### config.mk
export PLATFORM = sky130hd
export DESIGN_NAME = queued_beep_sequencer_flat
export DESIGN_NICKNAME = d
export VERILOG_FILES = /design/src/rtl/qbs_pkg.sv /design/src/rtl/qbs_req_if.sv /design/src/rtl/qbs_res_if.sv /design/src/rtl/queued_beep_sequencer.sv /design/src/flat_wrapper.sv
export VERILOG_INCLUDE_DIRS = /design/src /design/src/rtl
export SDC_FILE = /design/constraint.sdc
export NUM_CORES = 1
export LEC_CHECK = 0
export ABC_AREA = 1
export BUFFER_PORTS_ARGS = -buffer_cell sky130_fd_sc_hd__buf_2
export CORE_MARGIN = 3
export CORE_UTILIZATION = 50
export CTS_BUF_LIST = sky130_fd_sc_hd__clkbuf_4
export DETAILED_ROUTE_END_ITERATION = 8
export GPL_TIMING_DRIVEN = 0
export PLACE_DENSITY = 0.67
export RECOVER_POWER = 100
export SLEW_MARGIN = 10
export SYNTH_ARGS = -nofsm -noshare
export SYNTH_HDL_FRONTEND = slang
export SYNTH_SLANG_ARGS = --single-unit
### constraint.sdc
create_clock -name clk_i -period 8.5 [get_ports clk_i]
set_clock_uncertainty 0.05 [all_clocks]
set_input_delay 1.275 -clock clk_i [delete_from_list [all_inputs] [get_ports clk_i]]
set_output_delay 1.275 -clock clk_i [all_outputs]
set_load 0.05 [all_outputs]
### src/rtl/queued_beep_sequencer_defines.svh
// Assertion macros for the beep sequencer.
// Used by the top level; expects clk_i and rst_ni in the including scope.
`ifndef QUEUED_BEEP_SEQUENCER_DEFINES_SVH
`define QUEUED_BEEP_SEQUENCER_DEFINES_SVH

// Implication check, sampled on the rising clock and disabled during reset.
`define QBS_ASSERT_IMP(label, ante, cons, msg) \
  label: assert property (@(posedge clk_i) disable iff (!rst_ni) (ante) |-> (cons)) \
    else $error(msg);

// Invariant check that must hold at every sampled edge out of reset.
`define QBS_ASSERT_INV(label, expr, msg) \
  label: assert property (@(posedge clk_i) disable iff (!rst_ni) (expr)) \
    else $error(msg);

`endif

### src/rtl/qbs_pkg.sv
// Shared types and constants for the queued beep sequencer.
// No dependencies; used by the channel interfaces and the top level.
package qbs_pkg;

  localparam int unsigned TIME_IN_W   = 16;
  localparam int unsigned CFG_W       = 16;
  localparam int unsigned QCOUNT_W    = 4;
  localparam logic [CFG_W-1:0] DEFAULT_OFF_RST = 16'd100;

  typedef enum logic [1:0] {
    PH_IDLE = 2'd0,
    PH_ON   = 2'd1,
    PH_GAP  = 2'd2
  } phase_e;

  typedef enum logic {
    OP_TICK = 1'b0,
    OP_REQ  = 1'b1
  } op_e;

  typedef enum logic {
    CTL_WAIT = 1'b0,
    CTL_EXEC = 1'b1
  } ctl_e;

endpackage

### src/rtl/qbs_req_if.sv
// Input channel of the beep sequencer: ticks and beep requests.
// Depends on qbs_pkg for the field widths.
interface qbs_req_if;
  import qbs_pkg::*;

  logic                 valid;
  logic                 ready;
  logic                 op;
  logic [TIME_IN_W-1:0] on_time;
  logic [TIME_IN_W-1:0] off_time;
  logic                 use_default_off;

  modport source (output valid, op, on_time, off_time, use_default_off, input ready);
  modport sink   (input valid, op, on_time, off_time, use_default_off, output ready);
endinterface

### src/rtl/qbs_res_if.sv
// Result channel of the beep sequencer: buzzer state after each item.
// Depends on qbs_pkg for the field widths.
interface qbs_res_if;
  import qbs_pkg::*;

  logic                valid;
  logic                ready;
  logic                buzz_en;
  logic [1:0]          phase;
  logic [QCOUNT_W-1:0] queue_count;
  logic                beep_dropped;

  modport source (output valid, buzz_en, phase, queue_count, beep_dropped, input ready);
  modport sink   (input valid, buzz_en, phase, queue_count, beep_dropped, output ready);
endinterface

### src/rtl/queued_beep_sequencer.sv
// A result is registered as its item executes in the EXEC state that follows acceptance,
// or later while the previous result still waits to be taken.
// The sequencer takes no new item until the current one has executed; the queue
// memory is read as each item is accepted and used in the update of that item.
// Reset clears the phase, counters and pointers and loads the default gap
// of 100 ticks; the queue memory itself is not cleared.
`include "queued_beep_sequencer_defines.svh"

module queued_beep_sequencer #(
  parameter int unsigned QUEUE_DEPTH = 8,
  parameter int unsigned TIME_WIDTH  = 16
) (
  input  logic                      clk_i,
  input  logic                      rst_ni,
  qbs_req_if.sink                   req,
  qbs_res_if.source                 res,
  input  logic                      cfg_we_i,
  input  logic [qbs_pkg::CFG_W-1:0] cfg_wdata_i
);
  import qbs_pkg::*;

  localparam int unsigned PTR_W  = $clog2(QUEUE_DEPTH);
  localparam int unsigned FILL_W = $clog2(QUEUE_DEPTH + 1);
  localparam int unsigned TW     = TIME_WIDTH;

  // Control state
  ctl_e               ctl_q, ctl_d;
  phase_e             phase_q, phase_d;
  logic [TW-1:0]      rem_q, rem_d;
  logic [TW-1:0]      gap_q, gap_d;
  logic [PTR_W-1:0]   head_q, head_d;
  logic [PTR_W-1:0]   tail_q, tail_d;
  logic [FILL_W-1:0]  fill_q, fill_d;
  logic [CFG_W-1:0]   def_off_q;
  logic               res_valid_q;

  // Latched item and result payload
  logic               op_q;
  logic [TIME_IN_W-1:0] on_q;
  logic [TIME_IN_W-1:0] off_q;
  logic               usedef_q;
  logic               buzzer_q, buzzer_d;
  logic [1:0]         res_phase_q;
  logic [QCOUNT_W-1:0] count_q;
  logic               dropped_q, dropped_d;

  // Queue memory: each entry holds {gap, on time}.
  logic [2*TW-1:0]    mem [QUEUE_DEPTH];
  logic [2*TW-1:0]    rd_q;
  logic [2*TW-1:0]    wr_data;
  logic               mem_we;

  logic               accept;
  logic               out_free;
  logic               exec_go;
  logic [TW-1:0]      rem_dec;

  assign accept   = req.valid && req.ready;
  assign out_free = !res_valid_q || res.ready;

  // Next state of the item sequencer.
  always_comb begin
    ctl_d = ctl_q;
    case (ctl_q)
      CTL_WAIT: begin
        if (accept) ctl_d = CTL_EXEC;
      end
      CTL_EXEC: begin
        if (out_free) ctl_d = CTL_WAIT;
      end
      default: ctl_d = CTL_WAIT;
    endcase
  end

  // Sequencer outputs.
  always_comb begin
    req.ready = 1'b0;
    exec_go   = 1'b0;
    case (ctl_q)
      CTL_WAIT: req.ready = 1'b1;
      CTL_EXEC: exec_go   = out_free;
      default: begin
        req.ready = 1'b0;
        exec_go   = 1'b0;
      end
    endcase
  end

  assign rem_dec = (rem_q != '0) ? rem_q - 1'b1 : '0;

  // Update of the beep state for one item, using the head entry read earlier.
  always_comb begin
    phase_d   = phase_q;
    rem_d     = rem_q;
    gap_d     = gap_q;
    head_d    = head_q;
    tail_d    = tail_q;
    fill_d    = fill_q;
    dropped_d = 1'b0;
    mem_we    = 1'b0;
    wr_data   = {TW'(usedef_q ? def_off_q : off_q), TW'(on_q)};
    if (exec_go) begin
      if (op_q == OP_TICK) begin
        case (phase_q)
          PH_IDLE: begin
            if (fill_q != '0) begin
              rem_d   = rd_q[TW-1:0];
              gap_d   = rd_q[2*TW-1:TW];
              head_d  = (head_q == PTR_W'(QUEUE_DEPTH - 1)) ? '0 : PTR_W'(head_q + 1'b1);
              fill_d  = FILL_W'(fill_q - 1'b1);
              phase_d = PH_ON;
            end
          end
          PH_ON: begin
            if (rem_dec == '0) begin
              phase_d = PH_GAP;
              rem_d   = gap_q;
            end else begin
              rem_d = rem_dec;
            end
          end
          PH_GAP: begin
            rem_d = rem_dec;
            if (rem_dec == '0) phase_d = PH_IDLE;
          end
          default: phase_d = PH_IDLE;
        endcase
      end else if (fill_q == FILL_W'(QUEUE_DEPTH)) begin
        dropped_d = 1'b1;
      end else begin
        mem_we = 1'b1;
        tail_d = (tail_q == PTR_W'(QUEUE_DEPTH - 1)) ? '0 : PTR_W'(tail_q + 1'b1);
        fill_d = FILL_W'(fill_q + 1'b1);
      end
    end
  end

  assign buzzer_d = (phase_d == PH_ON);

  always_ff @(posedge clk_i or negedge rst_ni) begin
    if (!rst_ni) begin
      ctl_q       <= CTL_WAIT;
      phase_q     <= PH_IDLE;
      rem_q       <= '0;
      gap_q       <= '0;
      head_q      <= '0;
      tail_q      <= '0;
      fill_q      <= '0;
      def_off_q   <= DEFAULT_OFF_RST;
      res_valid_q <= 1'b0;
    end else begin
      ctl_q   <= ctl_d;
      phase_q <= phase_d;
      rem_q   <= rem_d;
      gap_q   <= gap_d;
      head_q  <= head_d;
      tail_q  <= tail_d;
      fill_q  <= fill_d;
      if (cfg_we_i) def_off_q <= cfg_wdata_i;
      if (exec_go) begin
        res_valid_q <= 1'b1;
      end else if (res.ready) begin
        res_valid_q <= 1'b0;
      end
    end
  end

  always_ff @(posedge clk_i) begin
    if (accept) begin
      op_q     <= req.op;
      on_q     <= req.on_time;
      off_q    <= req.off_time;
      usedef_q <= req.use_default_off;
    end
    if (exec_go) begin
      buzzer_q    <= buzzer_d;
      res_phase_q <= phase_d;
      count_q     <= QCOUNT_W'(fill_d);
      dropped_q   <= dropped_d;
    end
  end

  // Head entry is read as the item is accepted and held until the item is executed.
  always_ff @(posedge clk_i) begin
    if (mem_we) mem[tail_q] <= wr_data;
    if (accept) rd_q <= mem[head_q];
  end

  assign res.valid        = res_valid_q;
  assign res.buzz_en      = buzzer_q;
  assign res.phase        = res_phase_q;
  assign res.queue_count  = count_q;
  assign res.beep_dropped = dropped_q;

  `QBS_ASSERT_INV(a_fill_bound, fill_q <= FILL_W'(QUEUE_DEPTH), "queue fill above depth")
  `QBS_ASSERT_IMP(a_empty_ptrs, fill_q == '0, head_q == tail_q, "empty queue with unequal pointers")
  `QBS_ASSERT_IMP(a_full_ptrs, fill_q == FILL_W'(QUEUE_DEPTH), head_q == tail_q,
                  "full queue with unequal pointers")
  `QBS_ASSERT_IMP(a_idle_rem, phase_q == PH_IDLE, rem_q == '0, "idle with ticks remaining")

endmodule

### src/flat_wrapper.sv
// flat-port wrapper written by rule: the top's interface ports become plain ports
module queued_beep_sequencer_flat import qbs_pkg::*;
#(
  parameter int unsigned QUEUE_DEPTH = 8,
  parameter int unsigned TIME_WIDTH  = 16
)
  (clk_i, rst_ni, cfg_we_i, cfg_wdata_i, req_valid, req_op, req_on_time, req_off_time, req_use_default_off, req_ready, res_valid, res_buzz_en, res_phase, res_queue_count, res_beep_dropped, res_ready);
  qbs_req_if req_i ();
  qbs_res_if res_i ();
  input  logic clk_i;
  input  logic rst_ni;
  input  logic cfg_we_i;
  input  logic [qbs_pkg::CFG_W-1:0] cfg_wdata_i;
  input wire logic [$bits(req_i.valid)-1:0] req_valid;
  input wire logic [$bits(req_i.op)-1:0] req_op;
  input wire logic [$bits(req_i.on_time)-1:0] req_on_time;
  input wire logic [$bits(req_i.off_time)-1:0] req_off_time;
  input wire logic [$bits(req_i.use_default_off)-1:0] req_use_default_off;
  output wire logic [$bits(req_i.ready)-1:0] req_ready;
  output wire logic [$bits(res_i.valid)-1:0] res_valid;
  output wire logic [$bits(res_i.buzz_en)-1:0] res_buzz_en;
  output wire logic [$bits(res_i.phase)-1:0] res_phase;
  output wire logic [$bits(res_i.queue_count)-1:0] res_queue_count;
  output wire logic [$bits(res_i.beep_dropped)-1:0] res_beep_dropped;
  input wire logic [$bits(res_i.ready)-1:0] res_ready;
  assign req_i.valid = req_valid;
  assign req_i.op = req_op;
  assign req_i.on_time = req_on_time;
  assign req_i.off_time = req_off_time;
  assign req_i.use_default_off = req_use_default_off;
  assign req_ready = req_i.ready;
  assign res_valid = res_i.valid;
  assign res_buzz_en = res_i.buzz_en;
  assign res_phase = res_i.phase;
  assign res_queue_count = res_i.queue_count;
  assign res_beep_dropped = res_i.beep_dropped;
  assign res_i.ready = res_ready;
  queued_beep_sequencer #(.QUEUE_DEPTH(QUEUE_DEPTH), .TIME_WIDTH(TIME_WIDTH)) u_core (.clk_i(clk_i), .rst_ni(rst_ni), .req(req_i), .res(res_i), .cfg_we_i(cfg_we_i), .cfg_wdata_i(cfg_wdata_i));
endmodule
Yosys cells after proc, flatten, opt, wreduce, memory -nomap -nowiden
Memory sizes are Yosys's and may differ from the RTL's. A register that Yosys moved wholly into a read port is not among the register bits.
Index checks and enable logic that the tools add are counted.
Word-level totals
  register bits: 104
  bits in writable memories: 256
  input port bits: 55
  word-level logic and storage cells: 76
  memories kept: 1
Memories
  u_core.mem: depth 8, bits a word 32, read ports 1, clocked after Yosys merged registers in 1, write ports 1, RTL line queued_beep_sequencer.sv:48  | logic [2*TW-1:0] mem [QUEUE_DEPTH];
Cells by class
  add/subtract/negate cells: 5
  equality and inequality tests: 7
  mux-type cells: 31
  bitwise gates (word level): 3
  reduce and logical (&&, ||, !) cells: 12
Operator list (count)
  $mux W16: 4
  $pmux W16 S3: 1
  $mux W4: 5
  $logic_not A16 Y1: 1
  $reduce_bool A16 Y1: 1
  $sub A16 B1 Y16 const B: 1
  $mux W1: 12
  $mux W2: 5
  $reduce_and A4 Y1: 2
  $add A3 B1 Y3 const B: 2
  $eq A3 B3 Y1 const B: 2
  $mux W3: 2
  $pmux W2 S3: 1
  $add A4 B1 Y4 const B: 1
  $eq A2 B1 Y1 const B: 2
  $eq A4 B4 Y1 const B: 1
  $reduce_bool A4 Y1: 1
  $sub A4 B1 Y4 const B: 1
  $not A1 Y1: 3
  $reduce_and A3 Y1: 1
  $reduce_bool A3 Y1: 1
  $eq A2 B2 Y1 const B: 1
  $logic_not A2 Y1: 1
  $ne A2 B1 Y1 const B: 1
  other kinds (5): 5

Logic depth before layout (Yosys ltp)
  depth after elaboration: 8
  depth in mapped cells: 17

Least setup slack after synthesis
No wires, ideal clock.
  path type: input-to-reg
  start point: in res_ready
  end point: mem u_core.mem[5][0] (netlist name) (enable)
  setup time: 461 ps
  arrival time: 4205 ps
  slack: 3784 ps
  stages on the path: 8
  path buffers: 0
  cells stage by stage: inv_1 nand2_1 nand2_1 nor2_1 inv_1 nor2_1 inv_1 nor3_1
On the way
  longest elaborated chain between the ends: 5
RTL lines
  from (decl): RTL line flat_wrapper.sv:25  | input wire logic [$bits(res_i.ready)-1:0] res_ready;
  $logic_or A1 B1 Y1: RTL line queued_beep_sequencer.sv:59  | assign out_free = !res_valid_q || res.ready;
  $mux W1: RTL line queued_beep_sequencer.sv:79  | case (ctl_q)
  $mux W1: RTL line queued_beep_sequencer.sv:102  | if (exec_go) begin
  $mux W1: RTL line queued_beep_sequencer.sv:185  | if (mem_we) mem[tail_q] <= wr_data;
  $mux W1 (implied by the code): RTL line queued_beep_sequencer.sv:185
  to (decl): RTL line queued_beep_sequencer.sv:48
Every way passes these cells.

Worst setup path after layout
  start point: reg u_core.fill_q[0]
  end point: mem u_core.mem[7][24] (netlist name) (enable)
On the way
  longest elaborated chain between the ends: 6
RTL lines
  from (decl): RTL line queued_beep_sequencer.sv:33  | logic [FILL_W-1:0] fill_q, fill_d;
  from (signal assigned): RTL line queued_beep_sequencer.sv:158  | fill_q <= fill_d;
  $eq A4 B4 Y1: RTL line queued_beep_sequencer.sv:128  | end else if (fill_q == FILL_W'(QUEUE_DEPTH)) begin
  $mux W1: RTL line queued_beep_sequencer.sv:128
  $mux W1: RTL line queued_beep_sequencer.sv:103  | if (op_q == OP_TICK) begin
  $mux W1: RTL line queued_beep_sequencer.sv:102
  $mux W1: RTL line queued_beep_sequencer.sv:185
  $mux W1 (implied by the code): RTL line queued_beep_sequencer.sv:185
Every way passes these cells.

==> insert_results.sql <==
INSERT INTO impl_metrics (metric_group, metric, value, unit) VALUES
('outcome', 'run_status', 'finished with violations', ''),
('outcome', 'violated_checks', 'max-capacitance violations, max-slew violations', ''),
('setup_path', 'worst-path-max-fanout', '20', ''),
('setup_path', 'critPathMaxStageDelay', '1120', 'ps'),
('setup_path', 'r2r-end', 'u_core.mem[7][24]', ''),
('setup_path', 'startpoint', 'u_core.fill_q[0]', ''),
('placement', 'place.detailed.instances', '1873', ''),
('setup_path', 'wp_buf_inv', '4', ''),
('setup_path', 'critical_path.top_delay_family', 'simple AND/OR/NAND/NOR gates', ''),
('die', 'floorplan.die.width', '185.3', 'um'),
('finish', 'ratio_of_cells_with_drive_above_1_in_the_final_layout', '14.49', '%'),
('grt', 'grt_first_pass_wirelength', '58700', 'um'),
('finish', 'post-route-cell-area', '18150', 'um^2'),
('setup_path', 'timing.critical_path.depth', '10', ''),
('detailed_routing', 'detail-route-antenna-nets', '0', ''),
('yosys', 'synth.lib_cells_used.distinct', '33', ''),
('finish', 'final_cells', '2045', ''),
('yosys', 'synth_area_per_cell', '11.56', 'um^2'),
('worst_hold_path', 'holdCritPathClass', 'primary input to asynchronous set/reset pin', ''),
('sta', 'maxClockFrequency', '236.4', 'MHz'),
('setup_path', 'timing.critical_path.to_type', 'flip-flop', ''),
('power', 'irDropWorstVdd', '0.0001549', 'V'),
('setup_path', 'worstSetupEndpoint', 'u_core.mem[7][24]', ''),
('yosys', 'synth.yosys.warnings', '0', ''),
('power', 'p_leak', '0.006820', 'uW'),
('yosys', 'synth_fp_nets', '1459', ''),
('setup_path', 'slowest_stage', 'sky130_fd_sc_hd__nor2_1', ''),
('detailed_routing', 'detail_route.wirelength', '37320', 'um'),
('clock_network', 'path_clk_slew', '70', 'ps'),
('sta', 'finalCriticalPeriod', '4230', 'ps'),
('setup_path', 'reg2reg_from', 'u_core.fill_q[0]', ''),
('sta', 'final_max_slew_viol_count', '168', ''),
('grt', 'number_of_antenna_violations_at_the_first_check_in_global_routing', '1', ''),
('die', 'initial_utilization', '50.83', '%'),
('setup_path', 'critical_path_class', 'flip-flop to flip-flop', ''),
('clock_network', 'cts_hold_repair.buffers', '0', ''),
('die', 'die_h', '185.3', 'um'),
('detailed_routing', 'vias_post_dr', '11010', ''),
('sta', 'totalNegativeSetupSlack', '0', 'ps'),
('clock_network', 'cts.path.max_buffers', '3', ''),
('placement', 'dp_hpwl', '25030', 'um'),
('grt', 'grt_start_max_net_pins', '60', ''),
('yosys', 'ys_seq_elements', '392', ''),
('yosys', 'instance_count_of_the_mapped_netlist', '1391', ''),
('job', 'timing.max_cap.violations', '7', ''),
('detailed_routing', 'avgViaCountPerCell', '5.386', ''),
('yosys', 'synth.top_cell.area_share', '61.62', '%'),
('detailed_routing', 'drt_pass1_iterations', '5', ''),
('placement', 'portBuffers', '64', ''),
('clock_network', 'cts.root.buffer_cell', 'sky130_fd_sc_hd__clkbuf_4', ''),
('setup_path', 'critical_path.cell_chain', 'inv_1 > ha_1 > nand3_1 > nand2_1 > nor2_1 > inv_1 > nor2_1 > inv_1 > nor2_1 > clkbuf_1', ''),
('sta', 'finalCritPeriodShare', '49.77', '%'),
('clock_network', 'cts_inserted_buffers', '94', ''),
('detailed_routing', 'post_drt_wl_per_cell', '18.25', 'um'),
('clock_network', 'post_cts_resize_count', '0', ''),
('grt', 'gr-total-overflow', '0', ''),
('sta', 'final.hold.worst_slack', '322.3', 'ps'),
('sta', 'slew-limit-headroom', '-125.1', '%'),
('finish', 'area_growth_syn_to_layout', '12.87', '%'),
('detailed_routing', 'number_of_drc_violations_after_detailed_routing_iteration_0', '1035', ''),
('clock_network', 'tritoncts', 'yes', ''),
('sta', 'tightest_slew', '3377', 'ps'),
('clock_network', 'clock_latency', '740', 'ps'),
('setup_path', 'r2r.worst_path.cells', '10', ''),
('yosys', 'synth.top_cells.by_area', 'sky130_fd_sc_hd__edfxtp_1, sky130_fd_sc_hd__dfrtp_1, sky130_fd_sc_hd__nor2_1', ''),
('setup_path', 'cp.arrival', '4490', 'ps'),
('sta', 'timing.final.hold_violations', '0', ''),
('sta', 'rsz0062_at_grt', 'no', ''),
('yosys', 'post-synth-top-area-cell', 'sky130_fd_sc_hd__edfxtp_1', ''),
('placement', 'placement_stage_cell_area', '17260', 'um^2'),
('yosys', 'synth-seq-area-share', '71.30', '%');
-- area by class of cell --
| class | instances | area (um^2) |
|---|---|---|
| Antenna cell | 1 | 2.502 |
| Buffer | 66 | 247.7 |
| Clock buffer | 150 | 1126 |
| Clock inverter | 21 | 131.4 |
| Fill cell | 2658 | 13490 |
| Inverter | 87 | 326.6 |
| Multi-Input combinational cell | 846 | 3983 |
| Sequential cell | 392 | 11460 |
| Tap cell | 402 | 503.0 |
| Timing Repair Buffer | 80 | 365.4 |
-- cell families after synthesis --
group | count (synthesis) | share of synthesized area (%)
compound gates | 288 | 9.571
simple gates | 541 | 14.33
fa+ha+maj | 13 | 1.012
buf+inv | 153 | 3.571
xor+xnor | 4 | 0.2179
flops | 392 | 71.30
-- how the worst min path moves through the flow --
| stage | start | endpoint | slack (ps) | cells after the start |
|---|---|---|---|---|
| after floorplan | u_core.rd_q[16] | u_core.gap_q[0] | 380 | 2 |
| after global placement | u_core.rd_q[16] | u_core.gap_q[0] | 390 | 2 |
| after detailed placement | u_core.rd_q[16] | u_core.gap_q[0] | 410 | 2 |
| after CTS | rst_ni | u_core.def_off_q[15] | 230 | 1 |
| after global routing | rst_ni | u_core.def_off_q[15] | 280 | 1 |
| final | rst_ni | u_core.def_off_q[15] | 320 | 1 |
-- layer usage --
| metal | global-route usage [%] | routed length, um | up-vias |
|---|---|---|---|
| met3 | 4.144 | 2746 | 91 |
| met1 | 29.76 | 15630 | 5188 |
| met4 | 10.74 | 1304 | 0 |
| met2 | 35.62 | 17630 | 463 |
| li1 | - | - | 5272 |
| met5 | 0 | 0 | - |
-- synth_stat cells --
library cell and count:
sky130_fd_sc_hd__a21oi_1 23, sky130_fd_sc_hd__a22oi_1 1, sky130_fd_sc_hd__a31oi_1 33, sky130_fd_sc_hd__buf_1 6, sky130_fd_sc_hd__clkbuf_1 60, sky130_fd_sc_hd__clkinv_1 1, sky130_fd_sc_hd__dfrtp_1 59, sky130_fd_sc_hd__dfstp_2 3
sky130_fd_sc_hd__edfxtp_1 330, sky130_fd_sc_hd__ha_1 13, sky130_fd_sc_hd__inv_1 85, sky130_fd_sc_hd__inv_2 1, sky130_fd_sc_hd__nand2_1 146, sky130_fd_sc_hd__nand2_2 11, sky130_fd_sc_hd__nand2_4 2, sky130_fd_sc_hd__nand3_1 35
sky130_fd_sc_hd__nand3_2 2, sky130_fd_sc_hd__nand3_4 1, sky130_fd_sc_hd__nand4_1 10, sky130_fd_sc_hd__nand4_4 1, sky130_fd_sc_hd__nor2_1 310, sky130_fd_sc_hd__nor2_2 9, sky130_fd_sc_hd__nor2_4 5, sky130_fd_sc_hd__nor2_8 3
sky130_fd_sc_hd__nor3_1 4, sky130_fd_sc_hd__o21a_1 1, sky130_fd_sc_hd__o21ai_0 184, sky130_fd_sc_hd__o21ai_1 9, sky130_fd_sc_hd__o21bai_1 4, sky130_fd_sc_hd__o22ai_1 33, sky130_fd_sc_hd__or2_2 2, sky130_fd_sc_hd__xnor2_1 1
sky130_fd_sc_hd__xor2_1 3
-- stage by stage --
| step | worst slack [ps] | util [%] | total power [uW] |
|---|---|---|---|
| floorplan | 3784 | - | 4081 |
| global route | 3855 | 57.37 | 6693 |
| finish | 4270 | 57.37 | 6288 |
| detailed placement | 4569 | 54.55 | 4810 |
| CTS | 5287 | 58.53 | 6387 |
| global placement | 1541 | 53.43 | 4721 |
-- flip-flops by register name (all words and copies together) (netlist names), 3 cells and up --
register                cells
u_core.on_q                16
u_core.tail_q               3
u_core.off_q               16
u_core.fill_q               4
u_core.rem_q               16
u_core.head_q               3
u_core.def_off_q           16
u_core.mem                256
u_core.gap_q               16
u_core.rd_q                32
u_core.res.queue_count      4
-- layout by cell type (no fill, tap or decap), types with 8 or more instances in the layout --
| master | n |
|---|---|
| sky130_fd_sc_hd__buf_2 | 52 |
| sky130_fd_sc_hd__o21ai_0 | 189 |
| sky130_fd_sc_hd__clkbuf_4 | 150 |
| sky130_fd_sc_hd__nand2_2 | 9 |
| sky130_fd_sc_hd__nand3_1 | 36 |
| sky130_fd_sc_hd__clkinv_1 | 19 |
| sky130_fd_sc_hd__nand4_1 | 11 |
| sky130_fd_sc_hd__a31oi_1 | 33 |
| sky130_fd_sc_hd__dfrtp_1 | 59 |
| sky130_fd_sc_hd__o22ai_1 | 33 |
| sky130_fd_sc_hd__inv_1 | 85 |
| sky130_fd_sc_hd__clkbuf_1 | 89 |
| sky130_fd_sc_hd__nand2_1 | 149 |
| sky130_fd_sc_hd__nor2_2 | 8 |
| sky130_fd_sc_hd__nor2_1 | 312 |
| sky130_fd_sc_hd__ha_1 | 13 |
| sky130_fd_sc_hd__a21oi_1 | 23 |
| sky130_fd_sc_hd__edfxtp_1 | 330 |
-- power breakdown --
group / switching, uW / leakage, uW / internal [uW]
combinational: 1480 / 0.00232 / 548
clock: 710 / 0.000751 / 856
sequential: 169 / 0.00375 / 2530
Power figures use the tool's default switching activity.
